<file path="config.mk">
export PLATFORM = sky130hd
export DESIGN_NAME = fourier_series_waveform_synth
export DESIGN_NICKNAME = d
export VERILOG_FILES = /design/src/rtl/core/fsws_pkg.sv /design/src/rtl/core/fsws_div.sv /design/src/rtl/core/fsws_ctrl.sv /design/src/rtl/core/fsws_dp.sv /design/src/rtl/core/fourier_series_waveform_synth.sv
export SDC_FILE = /design/constraint.sdc
export NUM_CORES = 2
export LEC_CHECK = 0
export BUFFER_PORTS_ARGS = -buffer_cell sky130_fd_sc_hd__buf_2
export CORE_MARGIN = 5
export CORE_UTILIZATION = 35
export CTS_CLUSTER_SIZE = 25
export DETAILED_ROUTE_END_ITERATION = 7
export PLACE_DENSITY_LB_ADDON = 0.12
export SKIP_LAST_GASP = 1
export SYNTH_ARGS = -nofsm -noshare
export SYNTH_HDL_FRONTEND = slang
export SYNTH_SLANG_ARGS = --single-unit
export TNS_END_PERCENT = 100
</file>
<file path="constraint.sdc">
create_clock -name clk -period 16.2 [get_ports clk]
set_input_delay 4.86 -clock clk [delete_from_list [all_inputs] [get_ports clk]]
set_output_delay 4.86 -clock clk [all_outputs]
set_load 0.01 [all_outputs]
</file>
<file path="src/rtl/core/fsws_pkg.sv">
// Shared types and constants of the Fourier series waveform synthesizer.
`default_nettype none

package fsws_pkg;

    localparam int KIND_W     = 3;
    localparam int COUNT_W    = 11;
    localparam int STEPS_W    = 13;
    localparam int STEP_W     = 12;
    localparam int SUM_W      = 21;
    localparam int CFG_IDX_W  = 2;
    localparam int CFG_DATA_W = 13;

    localparam logic [CFG_IDX_W-1:0] CFG_WAVE_KIND = 2'd0;
    localparam logic [CFG_IDX_W-1:0] CFG_HARMONICS = 2'd1;
    localparam logic [CFG_IDX_W-1:0] CFG_STEPS     = 2'd2;

    localparam logic [KIND_W-1:0] WAVE_SQUARE   = 3'd0;
    localparam logic [KIND_W-1:0] WAVE_TRIANGLE = 3'd1;
    localparam logic [KIND_W-1:0] WAVE_SAWTOOTH = 3'd2;
    localparam logic [KIND_W-1:0] WAVE_FULLWAVE = 3'd3;
    localparam logic [KIND_W-1:0] WAVE_SINE     = 3'd4;
    localparam logic [KIND_W-1:0] WAVE_COSINE   = 3'd5;
    localparam logic [KIND_W-1:0] WAVE_IMPULSE  = 3'd6;
    localparam logic [KIND_W-1:0] WAVE_UNUSED   = 3'd7;

    localparam logic [KIND_W-1:0]  RST_WAVE_KIND = WAVE_SQUARE;
    localparam logic [COUNT_W-1:0] RST_HARMONICS = 11'd60;
    localparam logic [STEPS_W-1:0] RST_STEPS     = 13'd400;

    localparam logic signed [15:0] Q15_MAX      = 16'sd32767;
    localparam logic signed [15:0] IMPULSE_COEF = 16'sd2086;
    localparam logic [16:0]        POLY_A       = 17'd102944;
    localparam logic [16:0]        POLY_B       = 17'd42047;
    localparam logic [16:0]        POLY_C       = 17'd4640;

    typedef enum logic [4:0] {
        OP_NOP,
        OP_DIVS,
        OP_INIT,
        OP_SQ,
        OP_COEF,
        OP_CTAKE,
        OP_KMUL,
        OP_KDIV,
        OP_FTAKE,
        OP_CZ,
        OP_M1,
        OP_M2,
        OP_M3,
        OP_M4,
        OP_MAC1,
        OP_MAC2,
        OP_MAC3,
        OP_MAC4,
        OP_NEXT,
        OP_OUT
    } op_t;

    typedef struct packed {
        op_t  op;
        logic take;
    } cmd_t;

    typedef struct packed {
        logic div_busy;
        logic i_last;
        logic coef_div;
        logic coef_zero;
        logic csel;
        logic out_free;
    } sts_t;

endpackage

`default_nettype wire

</file>
<file path="src/rtl/core/fsws_div.sv">
// Restoring divider that produces one quotient bit per cycle.
`default_nettype none

module fsws_div
#(
    parameter int NW = 32,
    parameter int DW = 26
)
(
    input  wire logic          clk,
    input  wire logic          rst_n,
    input  wire logic          start,
    input  wire logic [NW-1:0] num,
    input  wire logic [DW-1:0] den,
    output logic               busy,
    output logic [NW-1:0]      quo,
    output logic [DW-1:0]      rem
);

    localparam int CNT_W = $clog2(NW + 1);

    logic             busy_reg;
    logic [CNT_W-1:0] cnt_reg;
    logic [NW-1:0]    quo_reg;
    logic [DW-1:0]    rem_reg;
    logic [DW-1:0]    den_reg;
    logic [DW:0]      trial;
    logic [DW:0]      diff;
    logic             ge;

    assign trial = {rem_reg, quo_reg[NW-1]};
    assign ge    = trial >= {1'b0, den_reg};
    assign diff  = trial - {1'b0, den_reg};

    always_ff @(posedge clk or negedge rst_n)
    begin
        if (!rst_n)
        begin
            busy_reg <= 1'b0;
            cnt_reg  <= '0;
        end
        else if (start)
        begin
            busy_reg <= 1'b1;
            cnt_reg  <= CNT_W'(NW);
        end
        else if (busy_reg)
        begin
            cnt_reg <= cnt_reg - 1'b1;
            if (cnt_reg == CNT_W'(1))
            begin
                busy_reg <= 1'b0;
            end
        end
    end

    always_ff @(posedge clk)
    begin
        if (start)
        begin
            quo_reg <= num;
            rem_reg <= '0;
            den_reg <= den;
        end
        else if (busy_reg)
        begin
            quo_reg <= {quo_reg[NW-2:0], ge};
            rem_reg <= ge ? diff[DW-1:0] : trial[DW-1:0];
        end
    end

    assign busy = busy_reg;
    assign quo  = quo_reg;
    assign rem  = rem_reg;

endmodule

`default_nettype wire

</file>
<file path="src/rtl/core/fsws_ctrl.sv">
// Sequencing state machine of the Fourier series waveform synthesizer.
`default_nettype none

module fsws_ctrl
    import fsws_pkg::*;
(
    input  wire logic clk,
    input  wire logic rst_n,
    input  wire logic in_valid,
    output logic      in_stall,
    input  wire sts_t sts,
    output cmd_t      cmd
);

    typedef enum logic [4:0] {
        S_IDLE,
        S_LOAD,
        S_WDS,
        S_HARM,
        S_COEF,
        S_WCO,
        S_CHK,
        S_KDIV,
        S_WK,
        S_CZ,
        S_M1,
        S_M2,
        S_M3,
        S_M4,
        S_MAC1,
        S_MAC2,
        S_MAC3,
        S_MAC4,
        S_NEXT,
        S_OUT
    } state_t;

    state_t state_reg;
    state_t state_next;
    op_t    op;

    always_comb
    begin
        state_next = state_reg;
        op         = OP_NOP;
        case (state_reg)
            S_IDLE:
            begin
                if (in_valid)
                begin
                    state_next = S_LOAD;
                end
            end
            S_LOAD:
            begin
                op         = OP_DIVS;
                state_next = S_WDS;
            end
            S_WDS:
            begin
                if (!sts.div_busy)
                begin
                    op         = OP_INIT;
                    state_next = S_HARM;
                end
            end
            S_HARM:
            begin
                if (sts.i_last)
                begin
                    state_next = S_OUT;
                end
                else
                begin
                    op         = OP_SQ;
                    state_next = S_COEF;
                end
            end
            S_COEF:
            begin
                op         = OP_COEF;
                state_next = sts.coef_div ? S_WCO : S_CHK;
            end
            S_WCO:
            begin
                if (!sts.div_busy)
                begin
                    op         = OP_CTAKE;
                    state_next = S_CHK;
                end
            end
            S_CHK:
            begin
                if (sts.coef_zero)
                begin
                    state_next = S_NEXT;
                end
                else
                begin
                    op         = OP_KMUL;
                    state_next = S_KDIV;
                end
            end
            S_KDIV:
            begin
                op         = OP_KDIV;
                state_next = S_WK;
            end
            S_WK:
            begin
                if (!sts.div_busy)
                begin
                    op         = OP_FTAKE;
                    state_next = S_CZ;
                end
            end
            S_CZ:
            begin
                op         = OP_CZ;
                state_next = S_M1;
            end
            S_M1:
            begin
                op         = OP_M1;
                state_next = S_M2;
            end
            S_M2:
            begin
                op         = OP_M2;
                state_next = S_M3;
            end
            S_M3:
            begin
                op         = OP_M3;
                state_next = S_M4;
            end
            S_M4:
            begin
                op         = OP_M4;
                state_next = sts.csel ? S_MAC1 : S_CZ;
            end
            S_MAC1:
            begin
                op         = OP_MAC1;
                state_next = S_MAC2;
            end
            S_MAC2:
            begin
                op         = OP_MAC2;
                state_next = S_MAC3;
            end
            S_MAC3:
            begin
                op         = OP_MAC3;
                state_next = S_MAC4;
            end
            S_MAC4:
            begin
                op         = OP_MAC4;
                state_next = S_NEXT;
            end
            S_NEXT:
            begin
                op         = OP_NEXT;
                state_next = S_HARM;
            end
            S_OUT:
            begin
                if (sts.out_free)
                begin
                    op         = OP_OUT;
                    state_next = S_IDLE;
                end
            end
            default:
            begin
                state_next = S_IDLE;
            end
        endcase
    end

    always_ff @(posedge clk or negedge rst_n)
    begin
        if (!rst_n)
        begin
            state_reg <= S_IDLE;
        end
        else
        begin
            state_reg <= state_next;
        end
    end

    assign in_stall = (state_reg != S_IDLE);
    assign cmd.op   = op;
    assign cmd.take = (state_reg == S_IDLE) && in_valid;

endmodule

`default_nettype wire

</file>
<file path="src/rtl/core/fsws_dp.sv">
// Datapath of the Fourier series waveform synthesizer: divider, multiplier and sums.
`default_nettype none

module fsws_dp
    import fsws_pkg::*;
#(
    parameter int MAX_HARMONICS    = 1024,
    parameter int MAX_STEPS        = 4096,
    parameter int SINE_TABLE_DEPTH = 1024
)
(
    input  wire logic                clk,
    input  wire logic                rst_n,
    input  wire cmd_t                cmd,
    output sts_t                     sts,
    input  wire logic [STEP_W-1:0]   step_index,
    input  wire logic [KIND_W-1:0]   cfg_kind,
    input  wire logic [COUNT_W-1:0]  cfg_count,
    input  wire logic [STEPS_W-1:0]  cfg_steps,
    input  wire logic                out_stall,
    output logic                     out_valid,
    output logic signed [SUM_W-1:0]  x_sum,
    output logic signed [SUM_W-1:0]  y_sum
);

    localparam int CW  = $clog2(MAX_HARMONICS + 1);
    localparam int SW  = $clog2(MAX_STEPS + 1);
    localparam int PW  = $clog2(MAX_STEPS);
    localparam int KW  = $clog2(SINE_TABLE_DEPTH);
    localparam int KPW = PW + KW + 2;
    localparam int CN0 = (2 * CW > 17) ? 2 * CW : 17;
    localparam int CNW = CN0 + 1;
    localparam int N1  = (CNW > STEP_W) ? CNW : STEP_W;
    localparam int NW  = (KPW > N1) ? KPW : N1;
    localparam int DW  = (2 * CW > SW + 1) ? 2 * CW : SW + 1;
    localparam int AW  = 33 + CW;
    localparam int MW  = 18;

    logic [STEP_W-1:0]     step_reg;
    logic [KIND_W-1:0]     kind_reg;
    logic [CW-1:0]         count_reg;
    logic [SW-1:0]         steps_reg;
    logic [CW-1:0]         i_reg;
    logic [PW-1:0]         p_reg;
    logic [PW-1:0]         s_reg;
    logic [2*CW-1:0]       sq_reg;
    logic signed [15:0]    ms_reg;
    logic signed [15:0]    mc_reg;
    logic [KPW-1:0]        kprod_reg;
    logic [17:0]           f_reg;
    logic                  csel_reg;
    logic [1:0]            q_reg;
    logic [16:0]           z_reg;
    logic [16:0]           z2_reg;
    logic [16:0]           t_reg;
    logic signed [15:0]    sn_reg;
    logic signed [15:0]    cs_reg;
    logic signed [AW-1:0]  ax_reg;
    logic signed [AW-1:0]  ay_reg;
    logic                  out_valid_reg;
    logic signed [SUM_W-1:0] x_reg;
    logic signed [SUM_W-1:0] y_reg;

    logic                  div_start;
    logic [NW-1:0]         div_num;
    logic [DW-1:0]         div_den;
    logic                  div_busy;
    logic [NW-1:0]         div_quo;
    logic [DW-1:0]         div_rem;

    logic signed [MW-1:0]  mul_a;
    logic signed [MW-1:0]  mul_b;
    logic signed [2*MW-1:0] prod;

    logic                  c_div;
    logic                  c_two;
    logic                  c_to_mc;
    logic                  c_neg;
    logic [DW-1:0]         c_den;
    logic signed [15:0]    c_ms;
    logic signed [15:0]    c_mc;
    logic signed [15:0]    cval;
    logic signed [15:0]    cval_s;

    logic [KW:0]           kq;
    logic [KW-1:0]         kval;
    logic [17:0]           fa;
    logic [16:0]           rr;
    logic [15:0]           rsat;
    logic signed [15:0]    rval;
    logic [SW:0]           psum;
    logic [PW-1:0]         p_next;
    logic signed [AW-1:0]  pext;
    logic [SW-1:0]         steps_eff;
    logic [CW-1:0]         count_eff;

    function automatic logic signed [SUM_W-1:0] round_sat(input logic signed [AW-1:0] a);
        logic signed [AW-1:0] v;
        logic signed [AW-1:0] r;
        v = a + AW'(8192);
        r = v >>> 14;
        if (r > AW'(signed'((1 << (SUM_W - 1)) - 1)))
        begin
            return {1'b0, {(SUM_W-1){1'b1}}};
        end
        else if (r < -AW'(signed'(1 << (SUM_W - 1))))
        begin
            return {1'b1, {(SUM_W-1){1'b0}}};
        end
        else
        begin
            return r[SUM_W-1:0];
        end
    endfunction

    fsws_div #(
        .NW (NW),
        .DW (DW)
    ) u_div (
        .clk   (clk),
        .rst_n (rst_n),
        .start (div_start),
        .num   (div_num),
        .den   (div_den),
        .busy  (div_busy),
        .quo   (div_quo),
        .rem   (div_rem)
    );

    always_comb
    begin
        if (cfg_steps == '0)
        begin
            steps_eff = SW'(1);
        end
        else if (32'(cfg_steps) > MAX_STEPS)
        begin
            steps_eff = SW'(MAX_STEPS);
        end
        else
        begin
            steps_eff = SW'(cfg_steps);
        end
        if (32'(cfg_count) > MAX_HARMONICS)
        begin
            count_eff = CW'(MAX_HARMONICS);
        end
        else
        begin
            count_eff = CW'(cfg_count);
        end
    end

    // Coefficient rule of the current harmonic.
    always_comb
    begin
        c_div   = 1'b0;
        c_two   = 1'b0;
        c_to_mc = 1'b0;
        c_neg   = 1'b0;
        c_den   = DW'(i_reg);
        c_ms    = '0;
        c_mc    = '0;
        case (kind_reg)
            WAVE_SQUARE:
            begin
                c_div = i_reg[0];
            end
            WAVE_TRIANGLE:
            begin
                c_div   = i_reg[0];
                c_to_mc = 1'b1;
                c_den   = DW'(sq_reg);
            end
            WAVE_SAWTOOTH:
            begin
                c_div = 1'b1;
                c_neg = ~i_reg[0];
            end
            WAVE_FULLWAVE:
            begin
                c_div   = ~i_reg[0];
                c_two   = 1'b1;
                c_to_mc = 1'b1;
                c_neg   = (CW > 1) ? ~i_reg[CW > 1 ? 1 : 0] : 1'b1;
                c_den   = DW'(sq_reg - 1'b1);
            end
            WAVE_SINE:
            begin
                if (i_reg == CW'(1))
                begin
                    c_ms = Q15_MAX;
                end
            end
            WAVE_IMPULSE:
            begin
                if (i_reg[0])
                begin
                    c_ms = ((CW > 1) && i_reg[CW > 1 ? 1 : 0]) ? -IMPULSE_COEF : IMPULSE_COEF;
                end
            end
            default:
            begin
                if (i_reg == CW'(1))
                begin
                    c_mc = Q15_MAX;
                end
            end
        endcase
    end

    always_comb
    begin
        if (div_quo > NW'(Q15_MAX))
        begin
            cval = Q15_MAX;
        end
        else
        begin
            cval = {1'b0, div_quo[14:0]};
        end
        cval_s = c_neg ? -cval : cval;
    end

    assign kq   = div_quo[KW:0];
    assign kval = (kq == (KW+1)'(SINE_TABLE_DEPTH)) ? '0 : kq[KW-1:0];

    always_comb
    begin
        div_start = 1'b0;
        div_num   = NW'(step_reg);
        div_den   = DW'(steps_reg);
        case (cmd.op)
            OP_DIVS:
            begin
                div_start = 1'b1;
            end
            OP_COEF:
            begin
                div_start = c_div;
                div_num   = NW'(c_two ? 18'h10000 : 18'h08000) + NW'(c_den >> 1);
                div_den   = c_den;
            end
            OP_KDIV:
            begin
                div_start = 1'b1;
                div_num   = NW'(kprod_reg) + NW'(steps_reg);
                div_den   = DW'({steps_reg, 1'b0});
            end
            default:
            begin
                div_start = 1'b0;
            end
        endcase
    end

    always_comb
    begin
        mul_a = '0;
        mul_b = '0;
        case (cmd.op)
            OP_SQ:
            begin
                mul_a = MW'(i_reg);
                mul_b = MW'(i_reg);
            end
            OP_KMUL:
            begin
                mul_a = MW'(p_reg);
                mul_b = MW'(2 * SINE_TABLE_DEPTH);
            end
            OP_M1:
            begin
                mul_a = MW'(z_reg);
                mul_b = MW'(z_reg);
            end
            OP_M2:
            begin
                mul_a = MW'(POLY_C);
                mul_b = MW'(z2_reg);
            end
            OP_M3:
            begin
                mul_a = MW'(t_reg);
                mul_b = MW'(z2_reg);
            end
            OP_M4:
            begin
                mul_a = MW'(t_reg);
                mul_b = MW'(z_reg);
            end
            OP_MAC1:
            begin
                mul_a = MW'(mc_reg);
                mul_b = MW'(sn_reg);
            end
            OP_MAC2:
            begin
                mul_a = MW'(ms_reg);
                mul_b = MW'(cs_reg);
            end
            OP_MAC3:
            begin
                mul_a = MW'(ms_reg);
                mul_b = MW'(sn_reg);
            end
            OP_MAC4:
            begin
                mul_a = MW'(mc_reg);
                mul_b = MW'(cs_reg);
            end
            default:
            begin
                mul_a = '0;
            end
        endcase
    end

    assign prod = mul_a * mul_b;
    assign pext = AW'(prod);

    assign fa   = f_reg + (csel_reg ? 18'h10000 : 18'h00000);
    assign rr   = 17'((18'(prod[32:16]) + 18'd1) >> 1);
    assign rsat = (rr > 17'(Q15_MAX)) ? Q15_MAX : rr[15:0];
    assign rval = q_reg[1] ? -signed'(rsat) : signed'(rsat);

    assign psum   = (SW+1)'(p_reg) + (SW+1)'(s_reg);
    assign p_next = (psum >= (SW+1)'(steps_reg)) ? PW'(psum - (SW+1)'(steps_reg)) : PW'(psum);

    always_ff @(posedge clk or negedge rst_n)
    begin
        if (!rst_n)
        begin
            out_valid_reg <= 1'b0;
        end
        else if (cmd.op == OP_OUT)
        begin
            out_valid_reg <= 1'b1;
        end
        else if (!out_stall)
        begin
            out_valid_reg <= 1'b0;
        end
    end

    always_ff @(posedge clk)
    begin
        if (cmd.take)
        begin
            step_reg  <= step_index;
            kind_reg  <= (cfg_kind == WAVE_UNUSED) ? WAVE_COSINE : cfg_kind;
            count_reg <= count_eff;
            steps_reg <= steps_eff;
        end
        case (cmd.op)
            OP_INIT:
            begin
                i_reg  <= CW'(1);
                p_reg  <= PW'(div_rem);
                s_reg  <= PW'(div_rem);
                ax_reg <= '0;
                ay_reg <= '0;
            end
            OP_SQ:
            begin
                sq_reg <= prod[2*CW-1:0];
            end
            OP_COEF:
            begin
                ms_reg <= c_ms;
                mc_reg <= c_mc;
            end
            OP_CTAKE:
            begin
                if (c_to_mc)
                begin
                    mc_reg <= cval_s;
                end
                else
                begin
                    ms_reg <= cval_s;
                end
            end
            OP_KMUL:
            begin
                kprod_reg <= prod[KPW-1:0];
            end
            OP_FTAKE:
            begin
                f_reg    <= 18'({kval, 18'b0} >> KW);
                csel_reg <= 1'b0;
            end
            OP_CZ:
            begin
                q_reg <= fa[17:16];
                z_reg <= fa[16] ? (17'h10000 - {1'b0, fa[15:0]}) : {1'b0, fa[15:0]};
            end
            OP_M1:
            begin
                z2_reg <= prod[32:16];
            end
            OP_M2:
            begin
                t_reg <= POLY_B - prod[32:16];
            end
            OP_M3:
            begin
                t_reg <= POLY_A - prod[32:16];
            end
            OP_M4:
            begin
                if (csel_reg)
                begin
                    cs_reg <= rval;
                end
                else
                begin
                    sn_reg <= rval;
                end
                csel_reg <= 1'b1;
            end
            OP_MAC1:
            begin
                ax_reg <= ax_reg + pext;
            end
            OP_MAC2:
            begin
                ax_reg <= ax_reg - pext;
            end
            OP_MAC3:
            begin
                ay_reg <= ay_reg + pext;
            end
            OP_MAC4:
            begin
                ay_reg <= ay_reg + pext;
            end
            OP_NEXT:
            begin
                i_reg <= i_reg + 1'b1;
                p_reg <= p_next;
            end
            OP_OUT:
            begin
                x_reg <= round_sat(ax_reg);
                y_reg <= round_sat(ay_reg);
            end
            default:
            begin
                i_reg <= i_reg;
            end
        endcase
    end

    assign sts.div_busy  = div_busy;
    assign sts.i_last    = (i_reg >= count_reg);
    assign sts.coef_div  = c_div;
    assign sts.coef_zero = (ms_reg == '0) && (mc_reg == '0);
    assign sts.csel      = csel_reg;
    assign sts.out_free  = !out_valid_reg || !out_stall;

    assign out_valid = out_valid_reg;
    assign x_sum     = x_reg;
    assign y_sum     = y_reg;

endmodule

`default_nettype wire

</file>
<file path="src/rtl/core/fourier_series_waveform_synth.sv">
// Top level of the Fourier series waveform synthesizer with its configuration registers.
// One transfer at a time: after acceptance the step is divided by the step count; then each
// harmonic slot forms its coefficient, through the divider where it is divided, and if it is
// not zero divides the phase, evaluates sine and cosine and adds to both sums.
// A new transfer is taken from the cycle after the result is issued; a stalled result waits.
// Reset returns the registers to square wave, 60 harmonics and 400 steps, and idles.
`default_nettype none

module fourier_series_waveform_synth
    import fsws_pkg::*;
#(
    parameter int MAX_HARMONICS    = 1024,
    parameter int MAX_STEPS        = 4096,
    parameter int SINE_TABLE_DEPTH = 1024
)
(
    input  wire logic                   clk,
    input  wire logic                   rst_n,
    input  wire logic                   cfg_we,
    input  wire logic [CFG_IDX_W-1:0]   cfg_index,
    input  wire logic [CFG_DATA_W-1:0]  cfg_data,
    input  wire logic                   in_valid,
    output logic                        in_stall,
    input  wire logic [STEP_W-1:0]      step_index,
    output logic                        out_valid,
    input  wire logic                   out_stall,
    output logic signed [SUM_W-1:0]     x_sum,
    output logic signed [SUM_W-1:0]     y_sum
);

    logic [KIND_W-1:0]  wave_kind_reg;
    logic [COUNT_W-1:0] harmonic_count_reg;
    logic [STEPS_W-1:0] steps_per_cycle_reg;
    cmd_t               cmd;
    sts_t               sts;

    always_ff @(posedge clk or negedge rst_n)
    begin
        if (!rst_n)
        begin
            wave_kind_reg       <= RST_WAVE_KIND;
            harmonic_count_reg  <= RST_HARMONICS;
            steps_per_cycle_reg <= RST_STEPS;
        end
        else if (cfg_we)
        begin
            case (cfg_index)
                CFG_WAVE_KIND: wave_kind_reg       <= cfg_data[KIND_W-1:0];
                CFG_HARMONICS: harmonic_count_reg  <= cfg_data[COUNT_W-1:0];
                CFG_STEPS:     steps_per_cycle_reg <= cfg_data[STEPS_W-1:0];
                default:       wave_kind_reg       <= wave_kind_reg;
            endcase
        end
    end

    fsws_ctrl u_ctrl (
        .clk      (clk),
        .rst_n    (rst_n),
        .in_valid (in_valid),
        .in_stall (in_stall),
        .sts      (sts),
        .cmd      (cmd)
    );

    fsws_dp #(
        .MAX_HARMONICS    (MAX_HARMONICS),
        .MAX_STEPS        (MAX_STEPS),
        .SINE_TABLE_DEPTH (SINE_TABLE_DEPTH)
    ) u_dp (
        .clk        (clk),
        .rst_n      (rst_n),
        .cmd        (cmd),
        .sts        (sts),
        .step_index (step_index),
        .cfg_kind   (wave_kind_reg),
        .cfg_count  (harmonic_count_reg),
        .cfg_steps  (steps_per_cycle_reg),
        .out_stall  (out_stall),
        .out_valid  (out_valid),
        .x_sum      (x_sum),
        .y_sum      (y_sum)
    );

endmodule

`default_nettype wire
</file>
* Word-level counts from Yosys, hierarchy flattened
Index checks and enable logic that the tools add are counted.
** Word-level totals
- Flip-flop bits (word level) :: 485
- Latch bits :: 0
- Bits in writable memories :: 0
- Memory bits (read-only) :: 0
- Input port bits :: 32
- Output and inout port bits :: 44
- Word-level logic and storage cells :: 230
- Memories :: 0
** Cells by class
- $add $sub $neg :: 20
- $mul :: 1
- Div/mod/pow operators :: 0
- $lt $le $gt $ge :: 11
- Equality and inequality tests :: 57
- Shift operators :: 0
- Mux-type cells :: 63
- Bitwise operators :: 3
- Reductions and logical operators :: 40
** Operator list (count)
- two-way mux 16 bit :: 9
- case mux 44 bit (3 select lines) :: 1
- case mux 18 bit (7 select lines) :: 1
- case mux 18 bit (6 select lines) :: 1
- case mux 5 bit (20 select lines) :: 1
- case mux 16 bit (2 select lines) :: 3
- case mux 5 bit (19 select lines) :: 1
- adder 44 x 15 -> 44 bit (second input constant) :: 2
- adder 44 x 36 -> 44 bit :: 2
- case mux 22 bit (2 select lines) :: 2
- case mux 44 bit (2 select lines) :: 1
- equality test 5 x 4 -> 1 bit (second input constant) :: 16
- greater-than comparator 30 x 21 -> 1 bit (second input constant) :: 2
- < comparator 30 x 21 -> 1 bit (second input constant) :: 2
- two-way mux 5 bit :: 10
- two-way mux 24 bit :: 2
- case mux 24 bit (2 select lines) :: 1
- subtractor 44 x 36 -> 44 bit :: 1
- two-way mux 21 bit :: 2
- equality test 5 x 3 -> 1 bit (second input constant) :: 8
- equality test 5 bit (second input constant) :: 8
- multiplier 18 x 18 -> 36 bit :: 1
- two-way mux 17 bit :: 2
- case mux 17 bit (2 select lines) :: 1
- 61 further kinds :: 115

* Depth between registers and ports, before layout
- Depth in word-level cells :: 13
- Gate-level depth with buffers :: 49
- Mapped depth without buffers :: 45

* By module
From an unflattened synthesis, not the netlist that was laid out.
** Unflattened totals
- Cells, all modules :: 4582
- Area, all modules :: 43513.0 um^2
** Modules (own cells, without submodules)
- fsws_dp :: times used 1, cells an instance 4036, area an instance 37586.0 um^2, seq. area each 11105.7 um^2
- fsws_div :: times used 1, cells an instance 402, area an instance 4212.8 um^2, seq. area each 1971.9 um^2
- fourier_series_waveform_synth :: times used 1, cells an instance 59, area an instance 1101.1 um^2, seq. area each 684.4 um^2
- fsws_ctrl :: times used 1, cells an instance 85, area an instance 613.1 um^2, seq. area each 125.1 um^2

* Worst setup path after synthesis
OpenSTA, ideal clock, no wires.
- Kind :: input -> register
- From :: input port out_stall
- To :: register u_dp.ax_reg[43] (data pin)
- Setup time :: 0.262 ns
- Arrival :: 17.220 ns
- Data required time :: 15.938 ns
- Path slack :: -1.282 ns
- Stages :: 40
- Buffers on the path :: 2
- Path through :: a211oi_1 > a2111oi_0 > nor3_1 > a2111o_1 > clkbuf_1 > nand2_1 > fa_1 > inv_1 > fa_1 > ha_1 > inv_1 > fa_1 > inv_1 > fa_1 > inv_1 > fa_1 > inv_1 > ha_1 > [... 4 more ...] > or4_4 > nor2b_1 > nand2_1 > or4_1 > nor3_1 > a31oi_1 > xnor2_1 > ha_1 > clkbuf_1 > a21o_1 > a21o_1 > a221oi_1 > nand2_1 > nand3b_1 > a41o_1 > a311oi_1 > nor2_1 > mux2_1
** On the way
- Word-level cells in the longest chain between the ends :: 10
- Elaborated cells on any way between the ends :: 28
- Those cells by class :: add/sub (2); mul (1); eq/ne (11); mux (5); reduce/logical (9)
** RTL lines
- start, declared :: RTL line fourier_series_waveform_synth.sv:26 : input wire logic out_stall,
- logical NOT 1 bit (*)
- logical OR 1 bit (*) :: RTL line fsws_dp.sv:460 : assign sts.out_free = !out_valid_reg || !out_stall;
- two-way mux 5 bit (*) :: RTL line fsws_ctrl.sv:169 : if (sts.out_free)
- case mux 5 bit (19 select lines) (*) :: RTL line fsws_ctrl.sv:46 : case (state_reg)
- equality test 5 x 4 -> 1 bit or equality test 5 bit (tied branches) :: RTL line fsws_dp.sv:261 : case (cmd.op)
- OR reduction 2 bit (no line)
- case mux 18 bit (7 select lines) or case mux 18 bit (6 select lines) (tied branches) :: RTL line fsws_dp.sv:261
- multiplier 18 x 18 -> 36 bit (*) :: RTL line fsws_dp.sv:319 : assign prod = mul_a * mul_b;
- named net u_dp.prod[14] :: RTL line fsws_dp.sv:73 : logic signed [2*MW-1:0] prod;
- subtractor 44 x 36 -> 44 bit or adder 44 x 36 -> 44 bit (tied branches) :: RTL line fsws_dp.sv:428, fsws_dp.sv:424
- case mux 44 bit (3 select lines) (*) :: RTL line fsws_dp.sv:355 : case (cmd.op)
- end signal, assigned :: RTL line fsws_dp.sv:424 : ax_reg <= ax_reg + pext;
- end signal, assigned :: RTL line fsws_dp.sv:428 : ax_reg <= ax_reg - pext;
- end, declared :: RTL line fsws_dp.sv:58 : logic signed [AW-1:0] ax_reg;
The timed path passes the listed nets; every way through them passes the cells marked *.
A chain may end at the register's enable or synchronous reset.

* Worst setup path after layout
- From :: input port out_stall
- To :: register u_dp.ax_reg[43] (data pin)
** On the way
- Word-level cells in the longest chain between the ends :: 10
- Elaborated cells on any way between the ends :: 28
- Those cells by class :: add/sub (2); mul (1); eq/ne (11); mux (5); reduce/logical (9)
** RTL lines (RTL line)
- logical NOT 1 bit (*)
- logical OR 1 bit (*) :: fsws_dp.sv:460
- two-way mux 5 bit (*) :: fsws_ctrl.sv:169
- case mux 5 bit (19 select lines) (*) :: fsws_ctrl.sv:46
- equality test 5 x 4 -> 1 bit (tied with other cells) :: fsws_dp.sv:261, fsws_dp.sv:355
- OR reduction 2 bit (no line)
- case mux 18 bit (7 select lines) or case mux 18 bit (6 select lines) (tied branches) :: fsws_dp.sv:261
- multiplier 18 x 18 -> 36 bit :: fsws_dp.sv:319
- subtractor 44 x 36 -> 44 bit or adder 44 x 36 -> 44 bit (tied branches) :: fsws_dp.sv:428, fsws_dp.sv:424
- case mux 44 bit (3 select lines) (*) :: fsws_dp.sv:355
Every way passes the cells marked *; elsewhere a longest branch is shown, timed or not.

==> reports/results.ini <==
[flow_run]
drv_cap = 0

[synth]
synth_top_family_by_area = adder cells
synth_cell_types = 113
syn_area_per_cell_um2 = 9.37
synth_xor_area_frac = 0.0615
synthSimpleGateAreaFrac = 0.167
yosysWarnings = 0
synth_cells = 4651
synth_mux_area_frac = 0.0147
synth_fa_ha_area_frac = 0.232
synth_area_um2 = 43600
synth_flop_cell = edfxtp_1
ys_ff_latch = 476
syn-num-nets = 5287
synthArstFlopShare = 0.0819
synth_compound_area_frac = 0.140
seq_area_frac_synth = 0.319
synth_edf_count = 415

[timing]
slew_viol_final = 0
worstMarginPinSlew_ns = 1.25
fin_tns_setup_ns = 0
period_share = 0.926
layout_min_cycle_time_ns = 15.00
finalHoldViolations = 0
max_slew_margin = 0.159
hold_ws_ns = 0.486
fmax_ghz = 0.0667
skew_ns = 0.0506
rsz0062_at_grt = false
setup_violations = 0

[setup_path]
arrival_ns = 15.42
crit_required_ns = 16.62
cpMostUsedCell = fa_1
crit_fanout = 9
endpoint_kind = register
slowest_stage = a2111o_1
cp_slowest_stage_delay_ns = 0.69
critPathLaunchType = input port
criticalPathCategory = input port to register

[final_layout]
final_common_cell = inv_1
layout_common_cells = inv_1 (562), nor2_1 (473), nand2_1 (472)
stdcell_count = 6399
drive_above_1_share = 0.0922
final_cell_area_um2 = 48300
multi_input_area_um2 = 26900
n_fill_cell = 12600
ff_latch_area_um2 = 13900
final_nets = 5348
area_delta_synth_final_pct = 10.9

[floorplan]
die_area_um2 = 132000
fp.dieH_um = 363
io_pins = 76
die_w_um = 363
start_util = 0.353
num_rows = 129
core_area_um2 = 124000

[global_routing]
grt_antenna_before_repair = 4
grt_max_degree = 63
overflow = 0
grt_pass1_wl_um = 218000
grt_usage = 0.216
grt_pass1_vias = 34100

[clock_network]
clkSlewWorstSetupHoldPaths_ns = 0.06
cts_setup_buffers = 0
cts_root_buf = clkbuf_16
h-tree-depth = 2
cts_sinks = 476
hold_buffers = 0
cts_tree = yes
insertion_delay_ns = 0.67
cts.repair.resized = 0
cts_max_path_buffers = 3
cts_made_buffers = 58

[routing]
drtPass1Iterations = 6
via_per_inst = 5.37
dr.first_iter.drc_count = 2516
vias = 34400
wl_um = 144000
antenna_left = 0
drcViolationCount = 0
post_drt_wl_per_cell_um = 22.5

[placed_design]
dpl_cell_area_um2 = 46200
dp_cells = 6289
hpwl_um = 112000
gp_congestion = 0.908
numPortBuffers = 75

[hold_path]
hold_path.class = register to register

[run_status]
status = finished, final reports clean

==> metal layers <==
metal | GRT usage | routed length [µm] | part of all wire | vias to the layer above
met3 | 0.0254 | 7840 | 0.054 | 157
met2 | 0.337 | 63500 | 0.44 | 866
li1 | - | - | - | 16200
met4 | 0.0517 | 3580 | 0.025 | 0
met5 | 0 | 0 | 0 | -
met1 | 0.321 | 68900 | 0.48 | 17200
==> critical path, delay by kind of cell <==
| kind | cells | cell delay, ns |
|---|---|---|
| buffers and inverters | 3 | 0.27 |
| xor gates and xnor gates | 2 | 0.38 |
| AOI/OAI and AO/OA | 12 | 3.45 |
| adders and majority gates | 8 | 3.90 |
| muxes | 1 | 0.29 |
| and+or+nand+nor | 9 | 2.25 |
==> per-stage QoR <==
stage / util / worst slack, ns
after floorplan: - / 0.275
after global placement: 0.374 / 0.587
after detailed placement: 0.374 / 0.502
after CTS: 0.391 / 1.19
after global routing: 0.391 / 0.617
final: 0.391 / 1.20
==> logic make-up after synthesis <==
kind of cell               Yosys count
xor gates and xnor gates           299
and+or+nand+nor                   1533
muxes                               60
buffers and inverters              760
adders and majority gates          605
DFF                                476
AOI/OAI and AO/OA                  918
==> cell type report <==
cell class,count,area share
clock inverter,30,0.00953
sequential,476,0.287
multi-input combinational,3415,0.557
timing repair buffer,185,0.0249
antenna,1,0.0000518
inverter,576,0.0449
tap,1637,0.0424
clock buffer,79,0.0342
==> synthesized netlist by cell type, drive strengths merged (53+ instances only) <==
| cell type | count | area [µm²] |
|---|---|---|
| a21oi | 224 | 1150 |
| edfxtp | 415 | 12500 |
| ha | 268 | 3350 |
| nor2 | 479 | 1810 |
| clkbuf | 163 | 612 |
| nand3 | 87 | 440 |
| inv | 572 | 2150 |
| fa | 336 | 6730 |
| xnor2 | 187 | 1650 |
| and3 | 56 | 350 |
| nor3 | 99 | 532 |
| nor2b | 53 | 332 |
| a21o | 83 | 624 |
| xor2 | 112 | 1030 |
| nand2 | 475 | 1790 |
| o21ai | 245 | 1240 |
==> path summary, 6_finish.rpt <==
path / startpoint / end / slack, ns / cells past startpoint
hold / removal: wave_kind_reg[2] / u_dp.kind_reg[2] / 0.49 / 0
max in group asynchronous: rst_n / u_ctrl.state_reg[1] / 11.22 / 1
setup reg to reg: u_ctrl.state_reg[4] / u_dp.ax_reg[42] / 3.09 / 39
hold reg to reg: wave_kind_reg[2] / u_dp.kind_reg[2] / 0.49 / 0
setup / recovery: out_stall / u_dp.ax_reg[43] / 1.20 / 35
min in group asynchronous: rst_n / steps_per_cycle_reg[5] / 4.36 / 1
Power is not shown: default switching activity piles up to over one toggle a cycle in this logic, so the estimate is an artifact.
